`src/design/npc_pkg.sv`:
```
// Shared types and constants for the NDN packet classifier.
`default_nettype none
package npc_pkg;

    localparam int OffsetWidth = 7;
    localparam int LenWidth    = OffsetWidth + 1;
    localparam int FifoDepth   = 2;

    localparam logic [OffsetWidth-1:0] OFFSET_MAX = {OffsetWidth{1'b1}};

    localparam logic [15:0] ETHTYPE_VLAN = 16'h8100;
    localparam logic [15:0] ETHTYPE_IPV4 = 16'h0800;
    localparam logic [15:0] ETHTYPE_IPV6 = 16'h86DD;
    localparam logic [7:0]  PROTO_UDP    = 8'd17;

    localparam logic [15:0] NDN_ETHERTYPE_RESET = 16'h8624;
    localparam logic [15:0] NDN_UDP_PORT_RESET  = 16'd6363;

    // Ethernet header bytes, untagged and with one 802.1Q tag
    localparam logic [OffsetWidth-1:0] L2_UNTAGGED = 7'd14;
    localparam logic [OffsetWidth-1:0] L2_TAGGED   = 7'd18;
    localparam logic [LenWidth-1:0]    IPV4_HDR    = 8'd20;
    localparam logic [LenWidth-1:0]    IPV6_HDR    = 8'd40;
    localparam logic [LenWidth-1:0]    UDP_HDR     = 8'd8;

    // config register indexes
    localparam logic CFG_NDN_ETHERTYPE = 1'b0;
    localparam logic CFG_NDN_UDP_PORT  = 1'b1;

    typedef enum logic [1:0] {
        NET_NONE = 2'd0,
        NET_IPV4 = 2'd1,
        NET_IPV6 = 2'd2
    } net_kind_t;

    typedef enum logic [1:0] {
        VERDICT_PASS     = 2'd0,
        VERDICT_REDIRECT = 2'd1,
        VERDICT_TRUNC    = 2'd2
    } verdict_t;

    // everything the verdict needs, gathered by the parser at end of frame
    typedef struct packed {
        logic [LenWidth-1:0] len;
        logic                tag_seen;
        logic [15:0]         type_field;
        net_kind_t           net_kind;
        logic                is_udp;
        logic [15:0]         port_field;
    } frame_sum_t;

endpackage
`default_nettype wire

```
`src/design/ndn_packet_classifier.sv`:
```
// NDN packet classifier: one frame byte per cycle in, one verdict per frame out.
//
// Frames enter one byte per cycle on the s_axis side, tlast on the final byte,
// with no gap needed between frames. Each frame yields exactly one verdict on
// m_axis: 0 pass to stack, 1 redirect (NDN EtherType, or IPv4/IPv6 UDP to the
// NDN port), 2 truncated. The parser keeps pace with the input at one byte per
// cycle while s_axis_tready is high. The frame summary is queued when the last
// byte is taken, then loaded into the verdict register once the output is free.
// A two-entry summary queue sits between parser and verdict stage, so
// s_axis_tready drops only when both entries are held by a stalled output. IPv4
// options are not parsed (20-byte header assumed).
// Configuration writes are taken at any time but should be made while idle.
`default_nettype none
module ndn_packet_classifier
    import npc_pkg::*;
(
    input  wire logic        clk,
    input  wire logic        rst_n,
    input  wire logic        s_axis_tvalid,
    output logic             s_axis_tready,
    input  wire logic [7:0]  s_axis_tdata,   // [7:0] frame_byte
    input  wire logic        s_axis_tlast,
    output logic             m_axis_tvalid,
    input  wire logic        m_axis_tready,
    output logic [7:0]       m_axis_tdata,   // [1:0] verdict, [7:2] zero
    input  wire logic        cfg_valid,
    output logic             cfg_ready,
    input  wire logic        cfg_index,
    input  wire logic [15:0] cfg_data
);

    logic [15:0] ndn_ethertype_reg;
    logic [15:0] ndn_udp_port_reg;

    logic        sum_push;
    frame_sum_t  sum_in;
    logic        fifo_not_full;
    logic        sum_pop;
    frame_sum_t  sum_head;
    logic        fifo_not_empty;
    verdict_t    verdict;

    assign cfg_ready = 1'b1;

    always_ff @(posedge clk or negedge rst_n)
    begin
        if (!rst_n)
        begin
            ndn_ethertype_reg <= NDN_ETHERTYPE_RESET;
            ndn_udp_port_reg  <= NDN_UDP_PORT_RESET;
        end
        else if (cfg_valid && cfg_ready)
        begin
            unique case (cfg_index)
                CFG_NDN_ETHERTYPE: ndn_ethertype_reg <= cfg_data;
                CFG_NDN_UDP_PORT:  ndn_udp_port_reg  <= cfg_data;
                default:           ndn_udp_port_reg  <= ndn_udp_port_reg;
            endcase
        end
    end

    npc_front u_front (
        .clk       (clk),
        .rst_n     (rst_n),
        .in_valid  (s_axis_tvalid),
        .in_ready  (s_axis_tready),
        .in_byte   (s_axis_tdata),
        .in_last   (s_axis_tlast),
        .sum_push  (sum_push),
        .sum_data  (sum_in),
        .sum_ready (fifo_not_full)
    );

    npc_fifo u_fifo (
        .clk       (clk),
        .rst_n     (rst_n),
        .push      (sum_push),
        .push_data (sum_in),
        .not_full  (fifo_not_full),
        .pop       (sum_pop),
        .head_data (sum_head),
        .not_empty (fifo_not_empty)
    );

    npc_back u_back (
        .clk           (clk),
        .rst_n         (rst_n),
        .sum_valid     (fifo_not_empty),
        .sum_data      (sum_head),
        .sum_pop       (sum_pop),
        .ndn_ethertype (ndn_ethertype_reg),
        .ndn_udp_port  (ndn_udp_port_reg),
        .out_valid     (m_axis_tvalid),
        .out_ready     (m_axis_tready),
        .out_verdict   (verdict)
    );

    assign m_axis_tdata = {6'b0, verdict};

endmodule
`default_nettype wire

```
`src/design/npc_front.sv`:
```
// Byte-serial header parser: tracks offset and captures the header fields.
`default_nettype none
module npc_front
    import npc_pkg::*;
(
    input  wire logic       clk,
    input  wire logic       rst_n,
    input  wire logic       in_valid,
    output logic            in_ready,
    input  wire logic [7:0] in_byte,
    input  wire logic       in_last,
    output logic            sum_push,
    output frame_sum_t      sum_data,
    input  wire logic       sum_ready
);

    logic [OffsetWidth-1:0] offset_reg, offset_next;
    logic [15:0]            type_reg, type_next;
    logic                   tag_reg, tag_next;
    net_kind_t              kind_reg, kind_next;
    logic [7:0]             proto_reg, proto_next;
    logic [15:0]            port_reg, port_next;

    logic                   accept;
    logic [OffsetWidth-1:0] p;
    logic [OffsetWidth-1:0] l2;
    logic [OffsetWidth-1:0] proto_at;
    logic [OffsetWidth-1:0] port_at;

    assign in_ready = sum_ready;
    assign accept   = in_valid && in_ready;
    assign p        = offset_reg;

    always_comb
    begin
        type_next  = type_reg;
        tag_next   = tag_reg;
        kind_next  = kind_reg;
        proto_next = proto_reg;
        port_next  = port_reg;

        if (p == 7'd12 || (tag_reg && p == 7'd16))
        begin
            type_next[15:8] = in_byte;
        end
        else if (p == 7'd13 || (tag_reg && p == 7'd17))
        begin
            type_next[7:0] = in_byte;
        end

        if (p == 7'd13 && type_next == ETHTYPE_VLAN)
        begin
            tag_next = 1'b1;
        end

        l2 = tag_next ? L2_TAGGED : L2_UNTAGGED;
        if (p + 7'd1 == l2)
        begin
            if (type_next == ETHTYPE_IPV4)
                kind_next = NET_IPV4;
            else if (type_next == ETHTYPE_IPV6)
                kind_next = NET_IPV6;
            else
                kind_next = NET_NONE;
        end

        // protocol sits at +9 (IPv4) or +6 (IPv6); dest port at header end + 2
        proto_at = l2 + ((kind_next == NET_IPV4) ? 7'd9 : 7'd6);
        port_at  = l2 + ((kind_next == NET_IPV4) ? 7'd22 : 7'd42);
        if (kind_next == NET_IPV4 || kind_next == NET_IPV6)
        begin
            if (p == proto_at)
                proto_next = in_byte;
            else if (p == port_at)
                port_next[15:8] = in_byte;
            else if (p == port_at + 7'd1)
                port_next[7:0] = in_byte;
        end

        offset_next = (offset_reg < OFFSET_MAX) ? offset_reg + 7'd1 : offset_reg;
    end

    assign sum_push            = accept && in_last;
    assign sum_data.len        = {1'b0, p} + 8'd1;
    assign sum_data.tag_seen   = tag_next;
    assign sum_data.type_field = type_next;
    assign sum_data.net_kind   = kind_next;
    assign sum_data.is_udp     = (proto_next == PROTO_UDP);
    assign sum_data.port_field = port_next;

    always_ff @(posedge clk or negedge rst_n)
    begin
        if (!rst_n)
        begin
            offset_reg <= '0;
            type_reg   <= '0;
            tag_reg    <= 1'b0;
            kind_reg   <= NET_NONE;
            proto_reg  <= '0;
            port_reg   <= '0;
        end
        else if (accept)
        begin
            if (in_last)
            begin
                offset_reg <= '0;
                type_reg   <= '0;
                tag_reg    <= 1'b0;
                kind_reg   <= NET_NONE;
                proto_reg  <= '0;
                port_reg   <= '0;
            end
            else
            begin
                offset_reg <= offset_next;
                type_reg   <= type_next;
                tag_reg    <= tag_next;
                kind_reg   <= kind_next;
                proto_reg  <= proto_next;
                port_reg   <= port_next;
            end
        end
    end

    a_frame_restart: assert property (@(posedge clk) disable iff (!rst_n)
        (accept && in_last) |=> (offset_reg == '0 && !tag_reg && kind_reg == NET_NONE))
        else $error("parser state not cleared after frame end");

endmodule
`default_nettype wire

```
`src/design/npc_fifo.sv`:
```
// Short queue of frame summaries between parser and verdict stage.
`default_nettype none
module npc_fifo
    import npc_pkg::*;
(
    input  wire logic       clk,
    input  wire logic       rst_n,
    input  wire logic       push,
    input  frame_sum_t      push_data,
    output logic            not_full,
    input  wire logic       pop,
    output frame_sum_t      head_data,
    output logic            not_empty
);

    localparam int PtrWidth = $clog2(FifoDepth);
    localparam int CntWidth = $clog2(FifoDepth + 1);

    frame_sum_t            mem_reg [FifoDepth];
    logic [PtrWidth-1:0]   wr_ptr_reg, rd_ptr_reg;
    logic [CntWidth-1:0]   count_reg, count_next;

    assign not_full  = (count_reg != CntWidth'(FifoDepth));
    assign not_empty = (count_reg != '0);
    assign head_data = mem_reg[rd_ptr_reg];

    always_comb
    begin
        count_next = count_reg;
        if (push && !pop)
            count_next = count_reg + CntWidth'(1);
        else if (pop && !push)
            count_next = count_reg - CntWidth'(1);
    end

    always_ff @(posedge clk)
    begin
        if (push)
            mem_reg[wr_ptr_reg] <= push_data;
    end

    always_ff @(posedge clk or negedge rst_n)
    begin
        if (!rst_n)
        begin
            wr_ptr_reg <= '0;
            rd_ptr_reg <= '0;
            count_reg  <= '0;
        end
        else
        begin
            if (push)
                wr_ptr_reg <= (wr_ptr_reg == PtrWidth'(FifoDepth - 1)) ? '0
                                                                      : wr_ptr_reg + PtrWidth'(1);
            if (pop)
                rd_ptr_reg <= (rd_ptr_reg == PtrWidth'(FifoDepth - 1)) ? '0
                                                                      : rd_ptr_reg + PtrWidth'(1);
            count_reg <= count_next;
        end
    end

    a_no_overflow: assert property (@(posedge clk) disable iff (!rst_n)
        push |-> (not_full || pop))
        else $error("summary queue overflow");

    a_no_underflow: assert property (@(posedge clk) disable iff (!rst_n)
        pop |-> not_empty)
        else $error("summary queue underflow");

    a_count_bound: assert property (@(posedge clk) disable iff (!rst_n)
        count_reg <= CntWidth'(FifoDepth))
        else $error("summary queue count out of range");

endmodule
`default_nettype wire

```
`src/design/npc_back.sv`:
```
// Verdict stage: checks bounds and config matches, holds the result register.
`default_nettype none
module npc_back
    import npc_pkg::*;
(
    input  wire logic        clk,
    input  wire logic        rst_n,
    input  wire logic        sum_valid,
    input  frame_sum_t       sum_data,
    output logic             sum_pop,
    input  wire logic [15:0] ndn_ethertype,
    input  wire logic [15:0] ndn_udp_port,
    output logic             out_valid,
    input  wire logic        out_ready,
    output verdict_t         out_verdict
);

    logic                out_valid_reg;
    verdict_t            verdict_reg, verdict_next;
    logic [LenWidth-1:0] l2;
    logic [LenWidth-1:0] ip_end;

    always_comb
    begin
        l2     = sum_data.tag_seen ? {1'b0, L2_TAGGED} : {1'b0, L2_UNTAGGED};
        ip_end = l2 + ((sum_data.net_kind == NET_IPV4) ? IPV4_HDR : IPV6_HDR);

        priority if (sum_data.len < l2)
            verdict_next = VERDICT_TRUNC;
        else if (sum_data.type_field == ndn_ethertype)
            verdict_next = VERDICT_REDIRECT;
        else if (sum_data.net_kind != NET_IPV4 && sum_data.net_kind != NET_IPV6)
            verdict_next = VERDICT_PASS;
        else if (sum_data.len < ip_end)
            verdict_next = VERDICT_TRUNC;
        else if (!sum_data.is_udp)
            verdict_next = VERDICT_PASS;
        else if (sum_data.len < ip_end + UDP_HDR)
            verdict_next = VERDICT_TRUNC;
        else if (sum_data.port_field == ndn_udp_port)
            verdict_next = VERDICT_REDIRECT;
        else
            verdict_next = VERDICT_PASS;
    end

    assign sum_pop     = sum_valid && (!out_valid_reg || out_ready);
    assign out_valid   = out_valid_reg;
    assign out_verdict = verdict_reg;

    always_ff @(posedge clk or negedge rst_n)
    begin
        if (!rst_n)
            out_valid_reg <= 1'b0;
        else if (sum_pop)
            out_valid_reg <= 1'b1;
        else if (out_ready)
            out_valid_reg <= 1'b0;
    end

    always_ff @(posedge clk)
    begin
        if (sum_pop)
            verdict_reg <= verdict_next;
    end

    a_verdict_code: assert property (@(posedge clk) disable iff (!rst_n)
        out_valid_reg |-> (verdict_reg == VERDICT_PASS || verdict_reg == VERDICT_REDIRECT
                           || verdict_reg == VERDICT_TRUNC))
        else $error("undefined verdict code on output");

endmodule
`default_nettype wire

```
`config.mk`:
```
export PLATFORM = sky130hd
export DESIGN_NAME = ndn_packet_classifier
export DESIGN_NICKNAME = d
export VERILOG_FILES = /design/src/design/npc_pkg.sv /design/src/design/ndn_packet_classifier.sv /design/src/design/npc_front.sv /design/src/design/npc_fifo.sv /design/src/design/npc_back.sv
export SDC_FILE = /design/constraint.sdc
export NUM_CORES = 1
export LEC_CHECK = 0
export ABC_AREA = 1
export BUFFER_PORTS_ARGS = -buffer_cell sky130_fd_sc_hd__buf_4
export CAP_MARGIN = 40
export CELL_PAD_IN_SITES_DETAIL_PLACEMENT = 1
export CELL_PAD_IN_SITES_GLOBAL_PLACEMENT = 1
export CORE_MARGIN = 5
export CORE_UTILIZATION = 48
export CTS_BUF_LIST = sky130_fd_sc_hd__clkbuf_16
export CTS_CLUSTER_DIAMETER = 40
export CTS_CLUSTER_SIZE = 12
export DETAILED_ROUTE_END_ITERATION = 8
export GPL_TIMING_DRIVEN = 0
export MAX_ROUTING_LAYER = met4
export PLACE_DENSITY_LB_ADDON = 0.15
export REMOVE_ABC_BUFFERS = 1
export SYNTH_ARGS = -nofsm -noshare
export SYNTH_HDL_FRONTEND = slang
export SYNTH_SLANG_ARGS = --single-unit
export TNS_END_PERCENT = 20
```
`constraint.sdc`:
```
create_clock -name clk -period 6.2 [get_ports clk]
set_clock_uncertainty 0.05 [all_clocks]
set_input_delay 0.31 -clock clk [delete_from_list [all_inputs] [get_ports clk]]
set_output_delay 0.31 -clock clk [all_outputs]
set_load 0.005 [all_outputs]
```
# Word-level counts from Yosys, hierarchy flattened
# Memory sizes are Yosys's and may differ from the RTL's.
# Index checks and enable logic that the tools add are counted.
# word_totals
reg_bits	89
latch_bits	0
ram_bits	88
rom_bits	0
in_bits	31
output_inout_bits	11
wordCells	113
n_memories	1
# classes
n_addsub	11
n_mul	0
n_div	0
n_lt_le_gt_ge	4
n_eq_ne	20
shift	0
mux	40
n_bitwise	1
n_reduce_logical	23
# mem_list
name	words	word_bits	read_ports	rd_clocked_by_memory_dff	wr	line_no	rtl
u_fifo.mem_reg	2	44	1	0	1	npc_fifo.sv:19	frame_sum_t mem_reg [FifoDepth];
# op_table
op	n
8-bit two-way mux	9
16-bit two-way mux	4
16-bit == test	2
16-bit == test, second input constant	2
7-bit == test	4
8-bit less-than comparator	3
2-bit two-way mux	11
16-bit by 12-bit == test with 1-bit output, second input constant	1
7-bit by 1-bit adder with 7-bit output, second input constant	2
7-bit adder	2
7-bit by 4-bit == test with 1-bit output, second input constant	2
7-bit by 5-bit == test with 1-bit output, second input constant	2
7-bit two-way mux	2
6-bit two-way mux	2
5-bit two-way mux	2
1-bit logical AND	9
1-bit two-way mux	9
7-bit by 1-bit adder with 8-bit output, second input constant	1
8-bit by 4-bit adder with 8-bit output, second input constant	1
8-bit adder	1
8-bit by 5-bit == test with 1-bit output, second input constant	1
2-bit nonzero test	4
7-bit less-than comparator, second input constant	1
2-bit AND reduction	3
other kinds (11)	19

# Logic depth before layout (Yosys ltp)
# Gate-level depths: netlist (run 1).
# logic_depth
depth_word	21
depth_mapped	34
depth_no_buf	33

# Cells and area by module
# A second synthesis (run 1) with hierarchy kept.
# hier_totals
hier_cells	967
area_unflattened_um2	9424.0
# by_module_without_submodules
module	instances	cells_each	area_per_inst_um2	seq_area_each_um2
npc_fifo	1	162	3582.2	2742.6
npc_front	1	467	3354.5	1251.2
ndn_packet_classifier	1	149	1396.3	817.0
npc_back	1	189	1091.0	85.1

# Least setup slack after synthesis (run 1)
# No wires, ideal clock.
# synth_path
kind	flip-flop to flip-flop
start	reg u_front.offset_reg[0]
end	mem u_fifo.mem_reg[0][10] in the netlist's numbering, data pin
arrival_ns	4.096
required_time_ns	5.892
setup_slack_ns	1.797
path_stages_with_launch	31
path_buffers	1
synth_period_minus_slack_ns	4.403
cell_sequence	dfrtp_1 -> inv_1 -> ha_1 -> nand2_1 -> inv_1 -> nand2_1 -> nor2_2 -> nor2_4 -> buf_6 -> nand2_1 -> nand2_1 -> nor2_1 -> nand2_1 -> nor2_1 -> nand3_2 -> nand2_4 -> inv_1 -> nand2_1 -> nand3_1 -> inv_1 -> nand2_1 -> nand2_1 -> inv_1 -> ha_1 -> a2111oi_0 -> nand3_2 -> nand2_4 -> nor2_8 -> nand2_2 -> nand2_1 -> and2_1
# synth_rtl
item	line_no	rtl
from (decl)	npc_front.sv:17	logic [OffsetWidth-1:0] offset_reg, offset_next;
from (signal assigned)	npc_front.sv:115	offset_reg <= offset_next;
to (decl)	npc_fifo.sv:19	

==> key figures, run 1 <==
Synthesis
  – Post-synth top area share: 0.301
  – Mapped Cells: 948
  – Top cells by area, synth: edfxtp_1, dfrtp_1, nand2_1
  – Netlist Area Pre-Place: 8780 µm²
  – Post-synth top cells: nand2_1, inv_1, edfxtp_1, dfrtp_1, nand3_1
  – Seq/Total Area, Yosys: 0.551
  – Post-synth EDFFs: 88
  – Most frequent cell after synthesis: nand2_1
  – Ys async rst share: 0.497
  – Largest area contributor in the synthesized netlist: edfxtp_1
  – Number of distinct library cells after synthesis: 44
  – #FFs+latches synth: 175
  – Synth Flop Type: edfxtp_1
  – Syn Area/Cell: 9.26 µm²
  – Yosys Warn Count: 0

Flow run
  – Max cap viols: 0

Clocking
  – Num CTS Buffers: 17
  – Hold_buf cts: 2
  – CTS root buf: clkbuf_16
  – Later-pin clock latency in the skew report: 0.44 ns
  – Clock transition at the registers of the reported paths: 0.08 ns
  – CTS tree: yes
  – H-tree depth: 4
  – Setup bufs post-CTS: 0
  – CTS resizes: 0
  – Longest Clk Path Bufs: 2
  – Clock sinks: 175

Min path
  – Hold WC Path Type: input pin to register
  – WHS Path Cells: 3

Outcome
  – Outcome: finished, final reports clean

STA
  – Rel. slew slack: 0.435
  – Tcrit/Tclk final: 0.876
  – Final Hold Viols: 0
  – Finish-stage setup viols: 0
  – Max-slew violation count: 0
  – Unrepaired setup endpoints after global routing: no
  – Worst-Margin Slew: 0.847 ns
  – Setup TNS: 0 ns
  – Crit path time final: 5.43 ns
  – Fmax: 0.184 GHz

Detailed routing
  – Detailed Routing Iterations Pass 1: 5
  – Drt drc: 0
  – Drt initial violations: 485
  – Avg WL per Cell: 18.6 µm
  – Vias per inst: 5.31
  – Final WL: 22900 µm
  – Post-DRT Antenna Nets: 0
  – Via count: 6526

Worst setup path
  – Reg2Reg Depth: 28
  – Highest cell delay on the worst timing path: 0.72 ns
  – Crit path kind: register to register
  – CP Data Required Time: 6.40 ns
  – Endpoint class of the critical path: register
  – Worst Setup Start Kind: register
  – CP arrival: 5.63 ns
  – Slowest CP cell: a2111oi_0
  – Crit Path Max Fanout: 13
  – Critical path's most frequent cell: nand2_1

Global route
  – Gr ovfl total: 0
  – Pin count of the biggest net entering global routing: 47
  – Initial antenna violation count: 0
  – GRT Overall Usage: 0.228
  – Vias in the first global route: 6994
  – First-pass GRT wire length: 37400 µm

Place
  – DP Area: 9380 µm²
  – Placer Congestion: 0.858
  – DP Wirelength: 16200 µm
  – IO Port Bufs: 34

Pwr
  – Max VDD drop: 396 µV
  – Leakage Power: 4.83 nW
  – Pwr Density: 349 nW/µm²
  – Pwr Total: 0.00350 W

Die
  – Starting density of the core: 0.489
  – Die area: 21100 µm²
  – Row cnt: 49
  – Die extent in y: 145 µm
  – Core footprint: 18000 µm²
  – Die W: 145 µm
  – # IOs: 42

Finish
  – N_diodes: 0
  – Nets@finish: 1044
  – Max reg flops: 86
  – Share of layout cells above drive strength 1: 0.128
  – Final Cell Area: 10000 µm²
  – P&R area growth vs syn: 13.9%
  – Final core utilization: 0.557
-- area by class of cell --
type                       count  area [µm²]
fill                        2035        7960
sequential                   175        4840
multi-input combinational    631        3380
timing repair buffer          47         469
inverter                     115         432
clock buffer                  17         425
tap                          229         287
clock inverter                15         171
-- cells in the final DEF (no fill, tap or decap), types with 4 or more instances in the layout --
cell,count
nand2_2,10
nor2_4,4
mux2i_1,8
dfstp_2,13
nor3_1,4
conb_1,7
nand4_1,7
a22o_1,8
nand2_1,296
a21oi_1,7
o21ai_0,48
xnor2_1,13
inv_1,111
nor4_1,7
o22ai_1,18
nor2_1,33
inv_6,7
nor2_2,5
nand2_4,6
buf_8,5
nand3_1,61
xor2_1,24
buf_4,34
ha_1,26
dfrtp_1,73
nand3_2,5
and2_1,16
edfxtp_1,88
clkbuf_16,17
-- path summary, 6_finish.rpt --
path	slack, ns	startpoint	to
max	0.77	u_front.offset_reg[0]	u_fifo.mem_reg[0][16]
max reg2reg	0.77	u_front.offset_reg[0]	u_fifo.mem_reg[0][16]
min reg2reg	0.43	u_fifo.count_reg[0]	u_fifo.count_reg[0]
max in group asynchronous	5.04	rst_n	u_front.port_reg[6]
min	0.08	cfg_data[11]	ndn_udp_port_reg[11]
min in group asynchronous	0.38	rst_n	u_front.offset_reg[4]
-- cell families (layout without fill, tap and decap cells) --
| family | Yosys count | after routing | synth area share |
|---|---|---|---|
| AO/OA/AOI/OAI | 93 | 93 | 0.0623 |
| XOR/XNOR | 37 | 37 | 0.0369 |
| AND/OR/NAND/NOR | 460 | 460 | 0.235 |
| flip-flops | 175 | 175 | 0.551 |
| adder cells (fa/ha/maj) | 26 | 26 | 0.0371 |
| other | 2 | 7 | 0.000855 |
| multiplexers | 8 | 8 | 0.00912 |
| buffers and inverters | 147 | 194 | 0.0684 |
-- worst max-delay path: cells and delay by family, from the launching register on --
kind / cells / cell delay, ns
compound gates: 3 / 0.92
buf+inv: 5 / 0.67
flops: 1 / 0.42
fa+ha+maj: 2 / 0.57
simple gates: 18 / 2.57
-- routing by layer --
metal,part of all wire,wire (µm),vias to the layer above,GRT usage
met5,0,0,-,-
met2,0.49,11200,105,0.372
li1,-,-,3158,-
met3,0.033,764,23,0.0427
met4,0.011,246,0,0.0546
met1,0.47,10600,3240,0.298
-- metrics by stage --
| step | cells | hold slack [ns] | worst slack [ns] |
|---|---|---|---|
| after floorplan | 921 | -0.0356 | 1.82 |
| after global placement | 1184 | 0.411 | 0.344 |
| after detailed placement | 1195 | 0.318 | 0.875 |
| after CTS | 1229 | 0.0639 | 0.782 |
| after global routing | 1229 | 0.0798 | 0.168 |
| final | 1229 | 0.0840 | 0.768 |
-- power by group --
part | internal, W | total (W) | switching, W
sequential | 0.00137 | 0.00145 | 0.0000805
combinational | 0.000346 | 0.000950 | 0.000604
clock | 0.000576 | 0.00110 | 0.000520
Power figures use the tool's default switching activity.
==> inputs of run 2 (changes only) <==
Settings changed: CORE_UTILIZATION 48 to 49, SYNTH_HIERARCHICAL from default to 1.
==> key figures, run 2 <==
Clocking
  – CTS resizes: 0 (unchanged)
  – Clock transition at the registers of the reported paths: 0.07 ns (about the same)
  – Setup bufs post-CTS: 0 (unchanged)
  – Num CTS Buffers: 17 (unchanged)
  – H-tree depth: 4 (unchanged)
  – CTS root buf: clkbuf_16
  – Hold_buf cts: 1 (-1)
  – Clock sinks: 175 (unchanged)
  – CTS tree: yes
  – Longest Clk Path Bufs: 2 (unchanged)
  – Later-pin clock latency in the skew report: 0.42 ns (-0.02 ns)

Global route
  – GRT Overall Usage: 0.217 (-0.0111)
  – Vias in the first global route: 6908 (-1.2%)
  – Initial antenna violation count: 0 (unchanged)
  – First-pass GRT wire length: 36300 µm (-3.0%)
  – Gr ovfl total: 0 (unchanged)
  – Pin count of the biggest net entering global routing: 49 (+4.3%)

Place
  – Placer Congestion: 0.851 (-0.83%)
  – DP Wirelength: 16200 µm (about the same)
  – Pre-CTS setup slack: 0.751 ns (-0.124 ns)
  – IO Port Bufs: 34 (unchanged)

Synthesis
  – Mapped Cells: 964 (+1.7%)
  – Syn Area/Cell: 9.70 µm² (+4.7%)
  – Netlist Area Pre-Place: 9350 µm² (+6.5%)
  – Yosys Warn Count: 6 (+6)

Worst setup path
  – Worst Setup Start Kind: register
  – Crit path kind: register to register
  – Critical path's most frequent cell: nand2_1
  – Highest cell delay on the worst timing path: 0.54 ns (-0.18 ns)
  – Buf+Inv Stages, Crit Path: 2 (-3)
  – Crit Path Max Fanout: 10 (-3)
  – CP Data Required Time: 6.35 ns (-0.05 ns)
  – Worst path cell trace: inv_1, ha_1, nor2_2, nand2_2, nand2_1, nand2_1, nor2_1, nand2_1, nor2_2, nand2_2, nand2_4, inv_4, o31ai_1, nand3_1, o21ai_0, ha_1, a21oi_1, a211oi_1, nand4_2, nand2_1, o21ai_0, nor2_1, nand2_1, nor2_1
  – CP arrival: 5.63 ns (about the same)
  – Slowest CP cell: a211oi_1
  – Endpoint class of the critical path: register
  – Top cell family by delay on the critical path: simple AND/OR/NAND/NOR gates

Detailed routing
  – Drt initial violations: 305 (-37%)
  – Post-DRT Antenna Nets: 0 (unchanged)
  – Final WL: 22100 µm (-3.3%)
  – Avg WL per Cell: 17.8 µm (-4.4%)
  – Via count: 6481 (-0.69%)
  – Detailed Routing Iterations Pass 1: 4 (-1)
  – Drt drc: 0 (unchanged)
  – Vias per inst: 5.21 (-1.8%)

Die
  – Core footprint: 18800 µm² (+4.5%)
  – Die extent in y: 148 µm (+2.0%)
  – Die area: 21900 µm² (+4.0%)
  – Row cnt: 50 (+2.0%)
  – Starting density of the core: 0.498 (+0.00938)
  – Die W: 148 µm (+2.0%)
  – # IOs: 42 (unchanged)

Pwr
  – Max VDD drop: 179 µV (-55%)
  – Leakage Power: 4.93 nW (+2.2%)
  – Pwr Total: 0.00344 W (-1.6%)
  – Pwr Density: 334 nW/µm² (-4.4%)

Finish
  – Most frequent cells in the layout: nand2_1, inv_1, nand3_1, edfxtp_1, dfrtp_1
  – Filler cells: 2121 (+4.2%)
  – Nets@finish: 1053 (+0.86%)
  – Leading cell type in the layout, fill and taps excluded: nand2_1
  – P&R area growth vs syn: 10.2%
  – N_diodes: 0 (unchanged)
  – Max reg flops: 86 (unchanged)
  – Share of layout cells above drive strength 1: 0.177 (+0.0494)

Flow run
  – Max cap viols: 0 (unchanged)

STA
  – Rel. slew slack: 0.487 (+0.0527)
  – Unrepaired setup endpoints after global routing: no
  – Max-slew violation count: 0 (unchanged)
  – Fmax: 0.182 GHz (-0.94%)
  – Finish-stage setup viols: 0 (unchanged)
  – Crit path time final: 5.48 ns (+0.0515 ns)
  – Worst-Margin Slew: 0.767 ns (-0.0799 ns)
  – Final setup margin: 0.717 ns (-0.0515 ns)
  – Final Hold Viols: 0 (unchanged)
  – Hold Slack: 0.0799 ns (-0.00403 ns)
  – Setup TNS: 0 ns (unchanged)
  – Tcrit/Tclk final: 0.884 (+0.00830)

Min path
  – Hold WC Path Type: input pin to register

Outcome
  – Outcome: finished, final reports clean
==> run 2: area by class of cell <==
type | instances | area, µm² | share of cell area
inverters | 117 | 447 | 0.0434
clock inverters | 15 | 97.6 | 0.00948
well taps | 234 | 293 | 0.0284
flip-flops and latches | 175 | 4840 | 0.470
clock buffers | 17 | 425 | 0.0413
multi-input cells | 644 | 3800 | 0.369
repair buffers | 41 | 395 | 0.0384
==> run 2: routing by layer <==
metal  wire, µm  share of wire  GRT usage
met5          0              0          -
met4        320          0.014     0.0554
met3        807          0.037     0.0411
met2      10600           0.48      0.348
met1      10400           0.47      0.288
==> run 2: final timing paths <==
path	from	to	slack, ns	cells after the start
worst min register to register	ndn_udp_port_reg[4]	ndn_udp_port_reg[4]	0.42	2
worst min-delay path	cfg_data[4]	ndn_udp_port_reg[4]	0.08	3
worst max-delay path	u_front/offset_reg[0]	u_fifo/mem_reg[0][16]	0.72	24
min in group asynchronous	rst_n	u_fifo/count_reg[0]	0.39	2
max in group asynchronous	rst_n	ndn_ethertype_reg[9]	5.02	3
worst max register to register	u_front/offset_reg[0]	u_fifo/mem_reg[0][16]	0.72	24
==> run 2: metrics by stage <==
step | cells | area, µm² | utilization
3_3_place_gp | 1204 | 9620 | 0.513
3_5_place_dp | 1210 | 9770 | 0.520
2_1_floorplan | 936 | 9070 | -
6_report | 1243 | 10300 | 0.549
5_1_grt | 1243 | 10300 | 0.549
4_1_cts | 1243 | 10300 | 0.549
==> run 2: worst min-delay path, stage by stage <==
cell and delay (ns):
buf_4 0.12, nand3_1 0.07, nand2_1 0.05
==> run 2: where the power goes <==
| group | internal (W) | switching (W) | total [W] |
|---|---|---|---|
| Sequential | 0.00137 | 0.000102 | 0.00147 |
| Combinational | 0.000447 | 0.000559 | 0.00101 |
| Clock | 0.000511 | 0.000452 | 0.000963 |
